===== src/ipac_pkg.sv =====
// ----------------------------------------------------------------------------
// ipac_pkg: shared types and constants of the infusion pump alarm controller
// Codes for operations, commands, phases, alarm levels and configuration
// registers, and the command and status bundles between control and datapath.
// ----------------------------------------------------------------------------
package ipac_pkg;

  localparam int OP_BITS        = 3;
  localparam int VALUE_BITS     = 16;
  localparam int CMD_BITS       = 3;
  localparam int CMD_VALUE_BITS = 16;
  localparam int TOL_BITS       = 7;
  localparam int CFG_DATA_BITS  = 16;
  localparam int CFG_INDEX_BITS = 2;
  localparam int IN_TDATA_BITS  = 24;
  localparam int OUT_TDATA_BITS = 24;
  localparam int MAX_CHAIN      = 3;

  localparam logic [OP_BITS-1:0] OP_TICK          = 3'd0;
  localparam logic [OP_BITS-1:0] OP_FLOW_ORDER    = 3'd1;
  localparam logic [OP_BITS-1:0] OP_FLOW_SAMPLE   = 3'd2;
  localparam logic [OP_BITS-1:0] OP_BAG_EMPTY     = 3'd3;
  localparam logic [OP_BITS-1:0] OP_NURSE_CONFIRM = 3'd4;

  localparam logic [CMD_BITS-1:0] CMD_ADJUST   = 3'd0;
  localparam logic [CMD_BITS-1:0] CMD_STOP     = 3'd1;
  localparam logic [CMD_BITS-1:0] CMD_LOW      = 3'd2;
  localparam logic [CMD_BITS-1:0] CMD_MEDIUM   = 3'd3;
  localparam logic [CMD_BITS-1:0] CMD_CRITICAL = 3'd4;

  localparam logic [CFG_INDEX_BITS-1:0] CFG_DEVIATION_DELAY   = 2'd0;
  localparam logic [CFG_INDEX_BITS-1:0] CFG_BAG_STOP_DELAY    = 2'd1;
  localparam logic [CFG_INDEX_BITS-1:0] CFG_TOLERANCE_PERCENT = 2'd2;

  localparam logic [CFG_DATA_BITS-1:0] DEVIATION_DELAY_RESET = 16'd5;
  localparam logic [CFG_DATA_BITS-1:0] BAG_STOP_DELAY_RESET  = 16'd60;
  localparam logic [TOL_BITS-1:0]      TOLERANCE_RESET       = 7'd10;
  localparam logic [TOL_BITS-1:0]      PERCENT_SCALE         = 7'd100;

  typedef enum logic [1:0] {
    PH_STOPPED    = 2'd0,
    PH_INFUSING   = 2'd1,
    PH_CORRECTING = 2'd2
  } phase_t;

  typedef enum logic [1:0] {
    AL_NONE     = 2'd0,
    AL_LOW      = 2'd1,
    AL_MEDIUM   = 2'd2,
    AL_CRITICAL = 2'd3
  } alarm_t;

  typedef struct packed {
    logic capture;
    logic prep;
    logic apply;
    logic step;
    logic last;
  } dp_cmd_t;

  typedef struct packed {
    logic op_known;
    logic chain_go;
    logic step_again;
    logic out_free;
  } dp_status_t;

endpackage


===== src/ipac_datapath.sv =====
// ----------------------------------------------------------------------------
// ipac_datapath: pump state, timer and command register
// Holds configuration, the captured item, the deviation products, the pump and
// alarm state with its countdown, and the output register.
// ----------------------------------------------------------------------------
module ipac_datapath #(
  parameter int FLOW_BITS  = 16,
  parameter int TIMER_BITS = 16
) (
  input  logic                                 clk,
  input  logic                                 rst,
  input  ipac_pkg::dp_cmd_t                    cmd,
  output ipac_pkg::dp_status_t                 status,
  input  logic [ipac_pkg::IN_TDATA_BITS-1:0]   s_tdata,
  input  logic                                 cfg_wr_en,
  input  logic [ipac_pkg::CFG_INDEX_BITS-1:0]  cfg_index,
  input  logic [ipac_pkg::CFG_DATA_BITS-1:0]   cfg_data,
  output logic                                 m_tvalid,
  input  logic                                 m_tready,
  output logic [ipac_pkg::OUT_TDATA_BITS-1:0]  m_tdata,
  output logic                                 m_tlast
);

  localparam int F  = FLOW_BITS;
  localparam int T  = TIMER_BITS;
  localparam int P  = FLOW_BITS + ipac_pkg::TOL_BITS;
  localparam int CW = (TIMER_BITS > ipac_pkg::CFG_DATA_BITS) ? TIMER_BITS
                                                              : ipac_pkg::CFG_DATA_BITS;
  localparam logic [T-1:0] TMAX = {T{1'b1}};

  typedef struct packed {
    ipac_pkg::phase_t phase;
    logic [F-1:0]     target;
    logic             bag_empty;
    ipac_pkg::alarm_t alarm;
    logic             low_sent;
    logic             stop_done;
    logic [T-1:0]     countdown;
    logic             armed;
    logic [T-1:0]     hold;
    logic [T-1:0]     since;
    logic [T-1:0]     dev_time;
  } st_t;

  logic [T-1:0]                           dev_delay;
  logic [T-1:0]                           bag_delay;
  logic [ipac_pkg::TOL_BITS-1:0]          tol;
  logic [ipac_pkg::OP_BITS-1:0]           op;
  logic [ipac_pkg::VALUE_BITS-1:0]        val;
  logic [P-1:0]                           prod_dev;
  logic [P-1:0]                           prod_tol;
  st_t                                    st;
  st_t                                    st_step;
  st_t                                    st_apply;
  st_t                                    st_next;
  logic                                   out_valid;
  logic [ipac_pkg::CMD_BITS-1:0]          out_cmd;
  logic [ipac_pkg::CMD_VALUE_BITS-1:0]    out_val;
  logic                                   out_last;
  logic [ipac_pkg::CMD_BITS-1:0]          emit_cmd;
  logic [ipac_pkg::CMD_VALUE_BITS-1:0]    emit_val;
  logic [F-1:0]                           flow_v;
  logic [F-1:0]                           diff;
  logic [P-1:0]                           diff_w;
  logic [P-1:0]                           tol_w;
  logic [P-1:0]                           tgt_w;
  logic [P-1:0]                           prod_dev_next;
  logic [P-1:0]                           prod_tol_next;
  logic                                   dev;
  logic [CW-1:0]                          cfg_wide;
  logic [T-1:0]                           cfg_timer;

  function automatic st_t arm(st_t s, logic [T-1:0] ticks);
    st_t r;
    r           = s;
    r.armed     = 1'b1;
    r.hold      = ticks;
    r.countdown = ticks;
    return r;
  endfunction

  function automatic st_t disarm(st_t s);
    st_t r;
    r           = s;
    r.armed     = 1'b0;
    r.hold      = '0;
    r.countdown = '0;
    return r;
  endfunction

  function automatic st_t shorten(st_t s, logic [T-1:0] e);
    st_t r;
    r = s;
    if (s.armed) begin
      r = arm(s, (s.hold > e) ? s.hold - e : '0);
    end else begin
      r.countdown = s.hold;
    end
    return r;
  endfunction

  function automatic logic waiting_stop(st_t s);
    return s.bag_empty && s.low_sent && !s.stop_done;
  endfunction

  function automatic ipac_pkg::phase_t run_phase(st_t s);
    return (s.target != '0) ? ipac_pkg::PH_INFUSING : ipac_pkg::PH_STOPPED;
  endfunction

  function automatic st_t do_step(st_t s, logic [T-1:0] dd, logic [T-1:0] bd);
    st_t r;
    r = s;
    if (s.bag_empty && !s.low_sent) begin
      r.low_sent = 1'b1;
      r          = arm(r, bd);
      r.since    = '0;
    end else if (waiting_stop(s)) begin
      r.phase     = ipac_pkg::PH_STOPPED;
      r.target    = '0;
      r.stop_done = 1'b1;
      r           = disarm(r);
      r.since     = '0;
    end else if (s.phase == ipac_pkg::PH_CORRECTING && s.alarm == ipac_pkg::AL_NONE) begin
      r.alarm    = ipac_pkg::AL_MEDIUM;
      r.dev_time = '0;
      r          = arm(r, dd);
      r.since    = '0;
    end else if (s.phase == ipac_pkg::PH_CORRECTING && s.alarm == ipac_pkg::AL_MEDIUM) begin
      r.phase    = ipac_pkg::PH_STOPPED;
      r.target   = '0;
      r.alarm    = ipac_pkg::AL_CRITICAL;
      r.dev_time = '0;
      r          = arm(r, '0);
      r.since    = '0;
    end else if (s.phase == ipac_pkg::PH_STOPPED && s.target == '0) begin
      if (s.alarm != ipac_pkg::AL_CRITICAL) begin
        r.alarm = ipac_pkg::AL_NONE;
      end
      r.dev_time = '0;
      r          = disarm(r);
      r.since    = '0;
    end else if (s.phase == ipac_pkg::PH_INFUSING && s.target != '0) begin
      r.bag_empty = 1'b0;
      r.dev_time  = '0;
      r           = disarm(r);
      r.since     = '0;
    end else begin
      r.countdown = s.hold;
    end
    return r;
  endfunction

  function automatic st_t do_sample(st_t s, logic d, logic [T-1:0] dd);
    st_t          r;
    logic [T:0]   sum;
    logic [T-1:0] dt;
    r   = s;
    sum = {1'b0, s.dev_time} + {1'b0, s.since};
    dt  = sum[T] ? TMAX : sum[T-1:0];
    if (waiting_stop(s)) begin
      r       = shorten(s, s.since);
      r.since = '0;
    end else if (s.alarm == ipac_pkg::AL_CRITICAL) begin
      r.countdown = s.hold;
      r.since     = '0;
    end else if (s.alarm == ipac_pkg::AL_MEDIUM) begin
      if (d) begin
        r       = shorten(s, s.since);
        r.phase = ipac_pkg::PH_CORRECTING;
      end else begin
        r.phase    = run_phase(s);
        r.alarm    = ipac_pkg::AL_NONE;
        r.dev_time = '0;
        r          = disarm(r);
      end
      r.since = '0;
    end else if (s.alarm != ipac_pkg::AL_NONE) begin
      r.countdown = s.hold;
    end else begin
      if (d && s.phase == ipac_pkg::PH_CORRECTING) begin
        r.dev_time = dt;
        r          = arm(r, (dd > dt) ? dd - dt : '0);
      end else if (d) begin
        r.phase    = ipac_pkg::PH_CORRECTING;
        r.dev_time = '0;
        r          = arm(r, dd);
      end else begin
        r.phase    = run_phase(s);
        r.dev_time = '0;
        r          = disarm(r);
      end
      r.since = '0;
    end
    return r;
  endfunction

  function automatic st_t do_apply(st_t s, logic [ipac_pkg::OP_BITS-1:0] o,
                                   logic [ipac_pkg::VALUE_BITS-1:0] v, logic d,
                                   logic [T-1:0] dd);
    st_t          r;
    logic [F-1:0] fv;
    logic         one;
    r   = s;
    fv  = F'(v);
    one = (v == ipac_pkg::VALUE_BITS'(1));
    case (o)
      ipac_pkg::OP_TICK: begin
        if (s.since != TMAX) begin
          r.since = s.since + T'(1);
        end
        if (s.armed && s.countdown != '0) begin
          r.countdown = s.countdown - T'(1);
        end
      end
      ipac_pkg::OP_FLOW_ORDER: begin
        r.target   = fv;
        r.phase    = (fv != '0) ? ipac_pkg::PH_INFUSING : ipac_pkg::PH_STOPPED;
        r.alarm    = ipac_pkg::AL_NONE;
        r.dev_time = '0;
        r.since    = '0;
        r          = arm(r, '0);
      end
      ipac_pkg::OP_FLOW_SAMPLE: begin
        r = do_sample(s, d, dd);
      end
      ipac_pkg::OP_BAG_EMPTY: begin
        if (one) begin
          r.bag_empty = 1'b1;
          r.alarm     = ipac_pkg::AL_LOW;
          r.low_sent  = 1'b0;
          r.stop_done = 1'b0;
          r.since     = '0;
          r           = arm(r, '0);
        end else begin
          r.countdown = s.hold;
        end
      end
      ipac_pkg::OP_NURSE_CONFIRM: begin
        if (!one) begin
          r.countdown = s.hold;
        end else begin
          if (s.alarm == ipac_pkg::AL_CRITICAL && s.phase == ipac_pkg::PH_STOPPED) begin
            r.target = '0;
            r        = disarm(r);
          end else if (waiting_stop(s)) begin
            r = shorten(r, s.since);
          end else begin
            r = disarm(r);
          end
          r.alarm    = ipac_pkg::AL_NONE;
          r.dev_time = '0;
          r.since    = '0;
        end
      end
      default: begin
        r = s;
      end
    endcase
    return r;
  endfunction

  // deviation products, registered before the compare
  always_comb begin
    flow_v        = F'(val);
    diff          = (flow_v > st.target) ? flow_v - st.target : st.target - flow_v;
    diff_w        = P'(diff);
    tol_w         = P'(tol);
    tgt_w         = P'(st.target);
    prod_dev_next = diff_w * P'(ipac_pkg::PERCENT_SCALE);
    prod_tol_next = tol_w * tgt_w;
    dev           = (st.target != '0) && (prod_dev > prod_tol);
  end

  always_comb begin
    emit_cmd = ipac_pkg::CMD_ADJUST;
    emit_val = '0;
    if (st.bag_empty && !st.low_sent) begin
      emit_cmd = ipac_pkg::CMD_LOW;
      emit_val = ipac_pkg::CMD_VALUE_BITS'(1);
    end else if (waiting_stop(st)) begin
      emit_cmd = ipac_pkg::CMD_STOP;
      emit_val = ipac_pkg::CMD_VALUE_BITS'(1);
    end else if (st.phase == ipac_pkg::PH_INFUSING && st.target != '0 &&
                 st.alarm == ipac_pkg::AL_NONE && !st.bag_empty) begin
      emit_cmd = ipac_pkg::CMD_ADJUST;
      emit_val = ipac_pkg::CMD_VALUE_BITS'(st.target);
    end else if (st.phase == ipac_pkg::PH_CORRECTING && st.alarm == ipac_pkg::AL_NONE) begin
      emit_cmd = ipac_pkg::CMD_MEDIUM;
      emit_val = ipac_pkg::CMD_VALUE_BITS'(1);
    end else if (st.phase == ipac_pkg::PH_CORRECTING && st.alarm == ipac_pkg::AL_MEDIUM) begin
      emit_cmd = ipac_pkg::CMD_CRITICAL;
      emit_val = ipac_pkg::CMD_VALUE_BITS'(1);
    end else if (st.phase == ipac_pkg::PH_STOPPED && st.target == '0) begin
      emit_cmd = ipac_pkg::CMD_STOP;
      emit_val = ipac_pkg::CMD_VALUE_BITS'(1);
    end
  end

  always_comb begin
    st_step  = do_step(st, dev_delay, bag_delay);
    st_apply = do_apply(st, op, val, dev, dev_delay);
    if (cmd.apply) begin
      st_next = st_apply;
    end else if (cmd.step) begin
      st_next = st_step;
    end else begin
      st_next = st;
    end
  end

  // saturate a written delay to the timer range
  always_comb begin
    cfg_wide  = CW'(cfg_data);
    cfg_timer = (cfg_wide > CW'(TMAX)) ? TMAX : T'(cfg_wide);
  end

  always_comb begin
    status.op_known   = op inside {ipac_pkg::OP_TICK, ipac_pkg::OP_FLOW_ORDER,
                                   ipac_pkg::OP_FLOW_SAMPLE, ipac_pkg::OP_BAG_EMPTY,
                                   ipac_pkg::OP_NURSE_CONFIRM};
    status.chain_go   = st.armed && (st.countdown == '0);
    status.step_again = st_step.armed && (st_step.countdown == '0);
    status.out_free   = !out_valid || m_tready;
  end

  always_ff @(posedge clk) begin
    if (rst) begin
      dev_delay    <= T'(ipac_pkg::DEVIATION_DELAY_RESET);
      bag_delay    <= T'(ipac_pkg::BAG_STOP_DELAY_RESET);
      tol          <= ipac_pkg::TOLERANCE_RESET;
      st.phase     <= ipac_pkg::PH_STOPPED;
      st.target    <= '0;
      st.bag_empty <= 1'b0;
      st.alarm     <= ipac_pkg::AL_NONE;
      st.low_sent  <= 1'b0;
      st.stop_done <= 1'b0;
      st.countdown <= '0;
      st.armed     <= 1'b0;
      st.hold      <= '0;
      st.since     <= '0;
      st.dev_time  <= '0;
      out_valid    <= 1'b0;
    end else begin
      if (cfg_wr_en) begin
        case (cfg_index)
          ipac_pkg::CFG_DEVIATION_DELAY:   dev_delay <= cfg_timer;
          ipac_pkg::CFG_BAG_STOP_DELAY:    bag_delay <= cfg_timer;
          ipac_pkg::CFG_TOLERANCE_PERCENT: tol <= cfg_data[ipac_pkg::TOL_BITS-1:0];
          default: ;
        endcase
      end
      st <= st_next;
      if (cmd.step) begin
        out_valid <= 1'b1;
      end else if (m_tready) begin
        out_valid <= 1'b0;
      end
    end
  end

  always_ff @(posedge clk) begin
    if (cmd.capture) begin
      op  <= s_tdata[ipac_pkg::OP_BITS-1:0];
      val <= s_tdata[ipac_pkg::OP_BITS +: ipac_pkg::VALUE_BITS];
    end
    if (cmd.prep) begin
      prod_dev <= prod_dev_next;
      prod_tol <= prod_tol_next;
    end
    if (cmd.step) begin
      out_cmd  <= emit_cmd;
      out_val  <= emit_val;
      out_last <= cmd.last;
    end
  end

  assign m_tvalid = out_valid;
  assign m_tlast  = out_last;
  assign m_tdata  = {{(ipac_pkg::OUT_TDATA_BITS - ipac_pkg::CMD_BITS
                       - ipac_pkg::CMD_VALUE_BITS){1'b0}}, out_val, out_cmd};

endmodule


===== src/ipac_control.sv =====
// ----------------------------------------------------------------------------
// ipac_control: item sequencer
// Steps each item through capture, product, apply and the command chain, and
// counts the commands emitted for the item.
// ----------------------------------------------------------------------------
module ipac_control (
  input  logic                 clk,
  input  logic                 rst,
  input  logic                 s_tvalid,
  output logic                 s_tready,
  input  ipac_pkg::dp_status_t status,
  output ipac_pkg::dp_cmd_t    cmd
);

  typedef enum logic [1:0] {
    S_IDLE,
    S_PREP,
    S_APPLY,
    S_CHAIN
  } state_t;

  localparam logic [1:0] LAST_COUNT = 2'(ipac_pkg::MAX_CHAIN - 1);

  state_t     state;
  logic [1:0] count;
  logic       emit_last;

  assign s_tready  = (state == S_IDLE);
  assign emit_last = (count == LAST_COUNT) || !status.step_again;

  always_comb begin
    cmd.capture = (state == S_IDLE) && s_tvalid;
    cmd.prep    = (state == S_PREP);
    cmd.apply   = (state == S_APPLY);
    cmd.step    = (state == S_CHAIN) && status.chain_go && status.out_free;
    cmd.last    = emit_last;
  end

  always_ff @(posedge clk) begin
    if (rst) begin
      state <= S_IDLE;
      count <= '0;
    end else begin
      case (state)
        S_IDLE: begin
          if (s_tvalid) begin
            state <= S_PREP;
          end
        end
        S_PREP: begin
          state <= S_APPLY;
        end
        S_APPLY: begin
          count <= '0;
          state <= status.op_known ? S_CHAIN : S_IDLE;
        end
        S_CHAIN: begin
          if (!status.chain_go) begin
            state <= S_IDLE;
          end else if (status.out_free) begin
            count <= count + 2'd1;
            if (emit_last) begin
              state <= S_IDLE;
            end
          end
        end
        default: begin
          state <= S_IDLE;
        end
      endcase
    end
  end

endmodule


===== src/infusion_pump_alarm_controller.sv =====
// ----------------------------------------------------------------------------
// infusion_pump_alarm_controller: infusion pump alarm and flow controller
// Takes ticks, flow orders, flow samples, bag-empty and nurse-confirm events
// and issues flow, stop and alarm commands from a countdown timer.
// ----------------------------------------------------------------------------
// One item is handled at a time by a four-state sequencer: an item whose
// operation code is unknown goes back to idle after the apply state; any
// other item then enters the command chain and causes no command or 1 to 3
// commands, each one waiting while the output side stalls. The input is ready
// again as soon as the last command sits in the output register. Delays are
// counted in tick items, not clock cycles.
module infusion_pump_alarm_controller #(
  parameter int FLOW_BITS  = 16,
  parameter int TIMER_BITS = 16
) (
  input  logic                                 clk,
  input  logic                                 rst,
  input  logic                                 s_tvalid,
  output logic                                 s_tready,
  input  logic [ipac_pkg::IN_TDATA_BITS-1:0]   s_tdata,   // [2:0] operation, [18:3] value
  output logic                                 m_tvalid,
  input  logic                                 m_tready,
  output logic [ipac_pkg::OUT_TDATA_BITS-1:0]  m_tdata,   // [2:0] command, [18:3] command_value
  output logic                                 m_tlast,
  input  logic                                 cfg_wr_en,
  input  logic [ipac_pkg::CFG_INDEX_BITS-1:0]  cfg_index,
  input  logic [ipac_pkg::CFG_DATA_BITS-1:0]   cfg_data
);

  ipac_pkg::dp_cmd_t    cmd;
  ipac_pkg::dp_status_t status;

  ipac_control u_control (
    .clk      (clk),
    .rst      (rst),
    .s_tvalid (s_tvalid),
    .s_tready (s_tready),
    .status   (status),
    .cmd      (cmd)
  );

  ipac_datapath #(
    .FLOW_BITS  (FLOW_BITS),
    .TIMER_BITS (TIMER_BITS)
  ) u_datapath (
    .clk       (clk),
    .rst       (rst),
    .cmd       (cmd),
    .status    (status),
    .s_tdata   (s_tdata),
    .cfg_wr_en (cfg_wr_en),
    .cfg_index (cfg_index),
    .cfg_data  (cfg_data),
    .m_tvalid  (m_tvalid),
    .m_tready  (m_tready),
    .m_tdata   (m_tdata),
    .m_tlast   (m_tlast)
  );

endmodule


===== config.mk =====
export PLATFORM = sky130hd
export DESIGN_NAME = infusion_pump_alarm_controller
export DESIGN_NICKNAME = d
export VERILOG_FILES = /design/src/ipac_pkg.sv /design/src/ipac_datapath.sv /design/src/ipac_control.sv /design/src/infusion_pump_alarm_controller.sv
export SDC_FILE = /design/constraint.sdc
export NUM_CORES = 1
export LEC_CHECK = 0
export BUFFER_PORTS_ARGS = -buffer_cell sky130_fd_sc_hd__clkbuf_2
export CAP_MARGIN = 20
export CORE_ASPECT_RATIO = 0.6
export CORE_MARGIN = 4
export CORE_UTILIZATION = 30
export DETAILED_ROUTE_END_ITERATION = 10
export PLACE_DENSITY_LB_ADDON = 0.25
export SLEW_MARGIN = 20
export SYNTH_ARGS = -nofsm -noshare
export SYNTH_HDL_FRONTEND = slang
export SYNTH_SLANG_ARGS = --single-unit

===== constraint.sdc =====
create_clock -name clk -period 7.2 [get_ports clk]
set_input_delay 0.36 -clock clk [delete_from_list [all_inputs] [get_ports clk]]
set_output_delay 0.36 -clock clk [all_outputs]
set_load 0.01 [all_outputs]

Word-level counts from Yosys, hierarchy flattened
Index checks and enable logic that the tools add are counted.
{ "op_classes": {"addsub": 8, "mul": 2, "n_lt_le_gt_ge": 5, "eq_ne": 55, "mux": 68, "n_reduce_logical": 67} }
{ "op_table": {"columns": ["op", "n"], "rows": [
  ["2-to-1 mux 88 bit", 12],
  ["2-to-1 mux 16 bit", 18],
  ["2-to-1 mux 49 bit", 5],
  ["one-hot mux 16 bit (5 select lines)", 2],
  ["one-hot mux 23 bit (4 select lines)", 1],
  ["2-to-1 mux 86 bit", 1],
  ["2-to-1 mux 23 bit", 3],
  ["one-hot mux 17 bit (4 select lines)", 1],
  ["2-to-1 mux 65 bit", 1],
  ["one-hot mux 16 bit (4 select lines)", 1],
  ["subtractor 16 bit", 4],
  ["greater-than comparator 16 bit", 3],
  ["zero test 16 bit", 3],
  ["nonzero test 16 bit", 3],
  ["inequality test 2 bit (second input constant)", 13],
  ["greater-than comparator 23 bit", 1],
  ["multiplier 7 x 16 -> 23 bit", 1],
  ["2-to-1 mux 2 bit", 11],
  ["multiplier 16 x 5 -> 21 bit (second input constant)", 1],
  ["AND reduction 7 bit", 3],
  ["logical AND 1 bit", 18],
  ["inequality test 3 x 2 -> 1 bit (second input constant)", 6],
  ["inequality test 3 bit (second input constant)", 6],
  ["AND reduction 9 bit", 2],
  ["45 further kinds", 85]
]} }
{ "word_totals": {"register_bits": 215, "inputBits": 47, "output_inout_bits": 27, "wordCells": 230} }

Depth between registers and ports, before layout
{ "logic_depth": {"ltp_word": 16, "depth_mapped": 26, "depth_no_buf": 25} }

Hierarchy
A second synthesis with hierarchy kept.
{ "hier_totals": {"cells_unflattened": 2427, "hier_area_um2": 20020.5} }
{ "by_module_without_submodules": {"columns": ["module", "instances", "cells_per_inst", "area_each_um2", "seq_area_each_um2"], "rows": [
  ["ipac_datapath", 1, 2393, 19748.9, 5054.8],
  ["ipac_control", 1, 34, 271.5, 80.1]
]} }

Worst setup path after synthesis
No wires, ideal clock.
{ "synth_path": {"kind": "reg-to-reg", "start": "reg u_datapath.st[71] (netlist bit)", "end": "reg u_datapath.prod_dev[22], data pin", "setup_time_ns": 0.260, "arrival_time_ns": 5.930, "t_required_ns": 6.940, "setup_slack_ns": 1.011, "stages_incl_launch_ff": 26, "path_buffers": 3, "synth_period_minus_slack_ns": 6.189, "cell_sequence": "dfxtp_1 -> clkbuf_1 -> inv_1 -> fa_1 -> a21oi_1 -> o22ai_1 -> o41ai_1 -> a21oi_1 -> clkbuf_1 -> clkbuf_1 -> nand3_1 -> o21ai_0 -> xnor2_1 -> ha_1 -> ha_1 -> fa_1 -> ha_1 -> a21o_1 -> a21oi_1 -> nor2b_1 -> nor4_1 -> o31ai_1 -> o41ai_1 -> o2111ai_1 -> a21oi_1 -> xnor2_1"} }
{ "synth_between": {"elab_chain_cells": 3, "elab_cells_between_ends": 5, "classes_between": "add/sub: 2; mul: 1; order compare: 1; mux: 1"} }
{ "synth_lines": {"columns": ["element", "line_no", "rtl"], "rows": [
  ["start: declaration", "ipac_datapath.sv:52", "st_t st;"],
  ["start signal: assignment", "ipac_datapath.sv:352", "st <= st_next;"],
  ["subtractor 16 bit / greater-than comparator 16 bit (equally long branches)", "ipac_datapath.sv:265", "diff = (flow_v > st.target) ? flow_v - st.target : st.target - flow_v;"],
  ["2-to-1 mux 16 bit *", "ipac_datapath.sv:265", null],
  ["multiplier 16 x 5 -> 21 bit *", "ipac_datapath.sv:269", "prod_dev_next = diff_w * P'(ipac_pkg::PERCENT_SCALE);"],
  ["net u_datapath.prod_dev_next[22]", "ipac_datapath.sv:67", "logic [P-1:0] prod_dev_next;"],
  ["end signal: assignment", "ipac_datapath.sv:367", "prod_dev <= prod_dev_next;"],
  ["end: declaration", "ipac_datapath.sv:50", "logic [P-1:0] prod_dev;"]
]} }
Mark *: on every way through the listed nets, which the timed path passes. The rest lies on a longest branch.
A chain may end at the register's enable or synchronous reset.

Worst setup path after layout
{ "layout_path": {"start": "reg u_datapath.st[16] (netlist bit)", "end": "reg u_datapath.st[60] (netlist bit)"} }
{ "layout_between": {"elab_chain_cells": 11, "elab_cells_between_ends": 20, "classes_between": "add/sub: 3; order compare: 2; mux: 15"} }
{ "layout_lines": {"columns": ["element", "line_no", "rtl"], "rows": [
  ["adder 16 x 16 -> 17 bit", "ipac_datapath.sv:158", "sum = {1'b0, s.dev_time} + {1'b0, s.since};"],
  ["2-to-1 mux 16 bit", "ipac_datapath.sv:159", "dt = sum[T] ? TMAX : sum[T-1:0];"],
  ["subtractor 16 bit / greater-than comparator 16 bit (equally long branches)", "ipac_datapath.sv:182", "r = arm(r, (dd > dt) ? dd - dt : '0);"],
  ["2-to-1 mux 16 bit", "ipac_datapath.sv:182", null],
  ["2-to-1 mux 88 bit", "ipac_datapath.sv:180", "if (d && s.phase == ipac_pkg::PH_CORRECTING) begin"],
  ["2-to-1 mux 16 bit", "ipac_datapath.sv:177", "end else if (s.alarm != ipac_pkg::AL_NONE) begin"],
  ["2-to-1 mux 88 bit", "ipac_datapath.sv:166", "end else if (s.alarm == ipac_pkg::AL_MEDIUM) begin"],
  ["2-to-1 mux 16 bit", "ipac_datapath.sv:163", "end else if (s.alarm == ipac_pkg::AL_CRITICAL) begin"],
  ["2-to-1 mux 88 bit", "ipac_datapath.sv:160", "if (waiting_stop(s)) begin"],
  ["one-hot mux 16 bit (5 select lines) *", "ipac_datapath.sv:206", "case (o)"],
  ["2-to-1 mux 88 bit *", "ipac_datapath.sv:302", "if (cmd.apply) begin"]
]} }
Every way passes the cells marked *; elsewhere a longest branch is shown, timed or not. The select of a mux whose other input is x is not followed.

==> qor.yml <==
timing:
  fin_setup_tns_ns: 0
  slew_violations: 0
  timing.final.hold_violations: 0
  slew-limit-headroom_pct: 18.92
  worstMarginPinSlew_ns: 1.216
  min_period_ns: 6.732
  setup_violations: 0
  min_period_over_period_pct: 93.50
  clock_skew_ns: 0.01695
  fmax_mhz: 148.6
  hold_slack_ns: 0.03746
  setup_ws_ns: 0.4682
  rsz0062_at_grt: "no"
drt:
  drc_errors: 0
  firstDrtPassIters: 6
  vias_per_cell: 5.639
  totalWireLength_mm: 72.41
  drtIter0Drc: 2032
  vias: 18500
  wl_per_cell_um: 22.08
  postRouteAntennaNets: 0
floorplanning:
  die-area_sq_mm: 0.07013
  chipWidth_um: 339.2
  start_util_pct: 30.49
  rows: 72
  coreArea_sq_mm: 0.06477
  io_pins: 74
  dieHeight_um: 206.7
pwr:
  vdd_drop_max_uv: 168.1
  totalPowerFinal_mw: 4.205
  leakagePower_nw: 8.903
  power.density_mw_per_mm2: 190.3
setup_path:
  worstReg2RegEnd: "u_datapath.st[60]"
  cp.arrival_ns: 7.14
  cp.required_ns: 7.61
  critical_path_class: "reg2reg"
  rr_worst_depth: 20
  crit_path_end_kind: "flop"
  cp_max_fo: 13
  start_kind: "flop"
  r2r-start: "u_datapath.st[16]"
  r2r_slack_ns: 0.47
final_layout:
  ff_latch_area_sq_mm: 0.005136
  layout.cells.non_filler: 3280
  syn_to_final_growth_pct: 11.89
  final_design_area_no_fill_sq_mm: 0.02210
  nFillCells: 6716
  drive_gt1_share_pct: 8.368
  multi_input_area_sq_mm: 0.01346
  final_util_pct: 34.11
  nNetsFinal: 2735
yosys:
  synth_common_cells: "272 x nand2_1, 197 x ha_1, 182 x a21oi_1, 177 x inv_1, 174 x nor2_1"
  seq_area_frac_synth_pct: 26.00
  synth_cell_type_count: 84
  synthTopCellsByArea: "dfxtp_1 13%, edfxtp_1 13%, ha_1 12%"
  yosysTopAreaCell: "dfxtp_1"
  synth_area_sq_mm: 0.01975
  ys_seq_elements: 215
  synthFlopType: "dfxtp_1"
  syn_avg_cell_area_sq_um: 8.283
  synth_top_area_share_pct: 13.38
  ys_warn_count: 0
  synth_edf_count: 83
  async_flop_share_pct: 0
  yosysMostFrequentCell: "nand2_1"
  synthCells: 2384
clock_network:
  cts.reportedPaths.clkPinSlew_ns: 0.07
  cts_tree: "yes"
  clk_latency_ns: 0.56
  cts_buffers: 26
  cts_setup_buffers: 0
  clock_tree.root_cell: "clkbuf_16"
  clockBufferDepth: 3
  htreeDepth: 1
  cts.sinks: 215
min_path:
  min_path_cells: 3
  min_to: "u_datapath.dev_delay[15]"
  min-delay-path-class: "in2reg"
  min-delay-start: "cfg_data[15]"
global_routing:
  antenna_found_initial: 9
  overflow: 0
  grt_max_degree: 75
  grt_pass1_vias: 17180
  grt.total_usage_pct: 19.81
  grt_first_pass_wirelength_mm: 107.6
placed_design:
  dpl.cell_count: 3210
  detailedPlace.worstSlack_ns: 0.4146
  port_buffers: 63
  placed_cell_area_sq_mm: 0.02098
  place_congestion: 0.9750
  dpl.hpwl_mm: 56.08
status:
  outcome: "completed"
run:
  maxCapViolations: 0
## sequential cells by signal, summed over array words and instances, names as in the netlist, 7 cells and up
register              count
u_datapath.st            88
u_datapath.bag_delay     16
u_datapath.out_val       16
u_datapath.prod_tol      23
u_datapath.dev_delay     16
u_datapath.prod_dev      21
u_datapath.tol            7
u_datapath.flow_v        16
## layout by cell type, fill, tap and decap left out, types with 21 or more instances in the layout
master	Yosys	final
xnor2_1	71	71
o21ai_0	115	114
ha_1	197	197
o21bai_1	22	21
a21oi_1	182	181
dfxtp_1	132	131
a21o_1	34	34
nand3_1	55	55
nor3_1	53	53
inv_1	177	177
nand4_1	38	38
clkbuf_16	0	27
nand2_1	272	272
a211oi_1	31	31
fa_1	85	85
clkbuf_2	0	62
nor4_1	41	40
buf_4	6	45
a22oi_1	26	26
a31oi_1	22	22
a221oi_1	23	23
edfxtp_1	83	83
xor2_1	25	25
nor2_1	174	172
and2_1	49	49
## cell families after synthesis
logic type                 synth area share (%)
adders and majority gates                 21.10
DFF                                       26.00
and+or+nand+nor                           20.37
AOI/OAI and AO/OA                         21.12
muxes                                     1.039
buffers and inverters                     6.095
other                                   0.01899
xor gates and xnor gates                  4.258
## critical path: stages (launching register included)
cell	delay, ns
dfxtp_1	0.41
ha_1	0.27
fa_1	0.46
a21o_1	0.23
a211oi_1	0.32
o31ai_1	0.18
o41ai_1	0.30
buf_4	0.20
o21bai_1	0.11
a221o_1	0.52
nor2_1	0.30
ha_1	0.34
a21oi_1	0.36
a21oi_1	0.16
o221a_2	0.31
o21a_1	0.25
a31o_2	0.36
a22oi_1	0.70
o31ai_1	0.16
a211oi_1	0.50
o41ai_1	0.14
## area by class of cell
type	instances	area share, %
multi-input cells	1859	60.93
flip-flops and latches	215	23.24
well taps	851	4.819
repair buffers	126	3.794
clock buffers	32	3.279
inverters	178	3.024
clock inverters	16	0.8777
diodes	3	0.03398
## where the power goes
group	internal [mW]	leakage (nW)	switching [mW]
combinational	0.579	6.64	0.765
clock	0.859	0.449	0.581
sequential	1.38	1.81	0.0421
total	2.82	8.90	1.39
## how the worst max path moves through the flow
| stage | from | depth (start not counted) | to | slack [ns] |
|---|---|---|---|---|
| final | u_datapath.st[16] | 20 | u_datapath.st[60] | 0.47 |
| after CTS | u_datapath.st[71] | 21 | u_datapath.prod_dev[21] | 0.42 |
| after detailed placement | u_datapath.st[71] | 21 | u_datapath.prod_dev[21] | 0.41 |
| after global routing | u_datapath.flow_v[0] | 23 | u_datapath.prod_dev[21] | 0.14 |
| after floorplan | u_datapath.st[71] | 25 | u_datapath.prod_dev[22] | 1.01 |
| after global placement | u_datapath.st[71] | 21 | u_datapath.prod_dev[21] | 0.69 |
## timing repair
item / CTS / global route
hold buffers: 19 / 0
endpoints found under the setup margin: 0 / 1
hold endpoints to repair: 19 / 0
gates resized for setup: 0 / 1
## routing by layer
layer,part of all wire [%],GRT usage [%],wire [um]
met5,0.36,2.016,264
met2,35,24.53,25160
met4,1.3,2.907,977
met3,13,8.233,9106
met1,51,31.09,36900
Power figures use the tool's default switching activity.
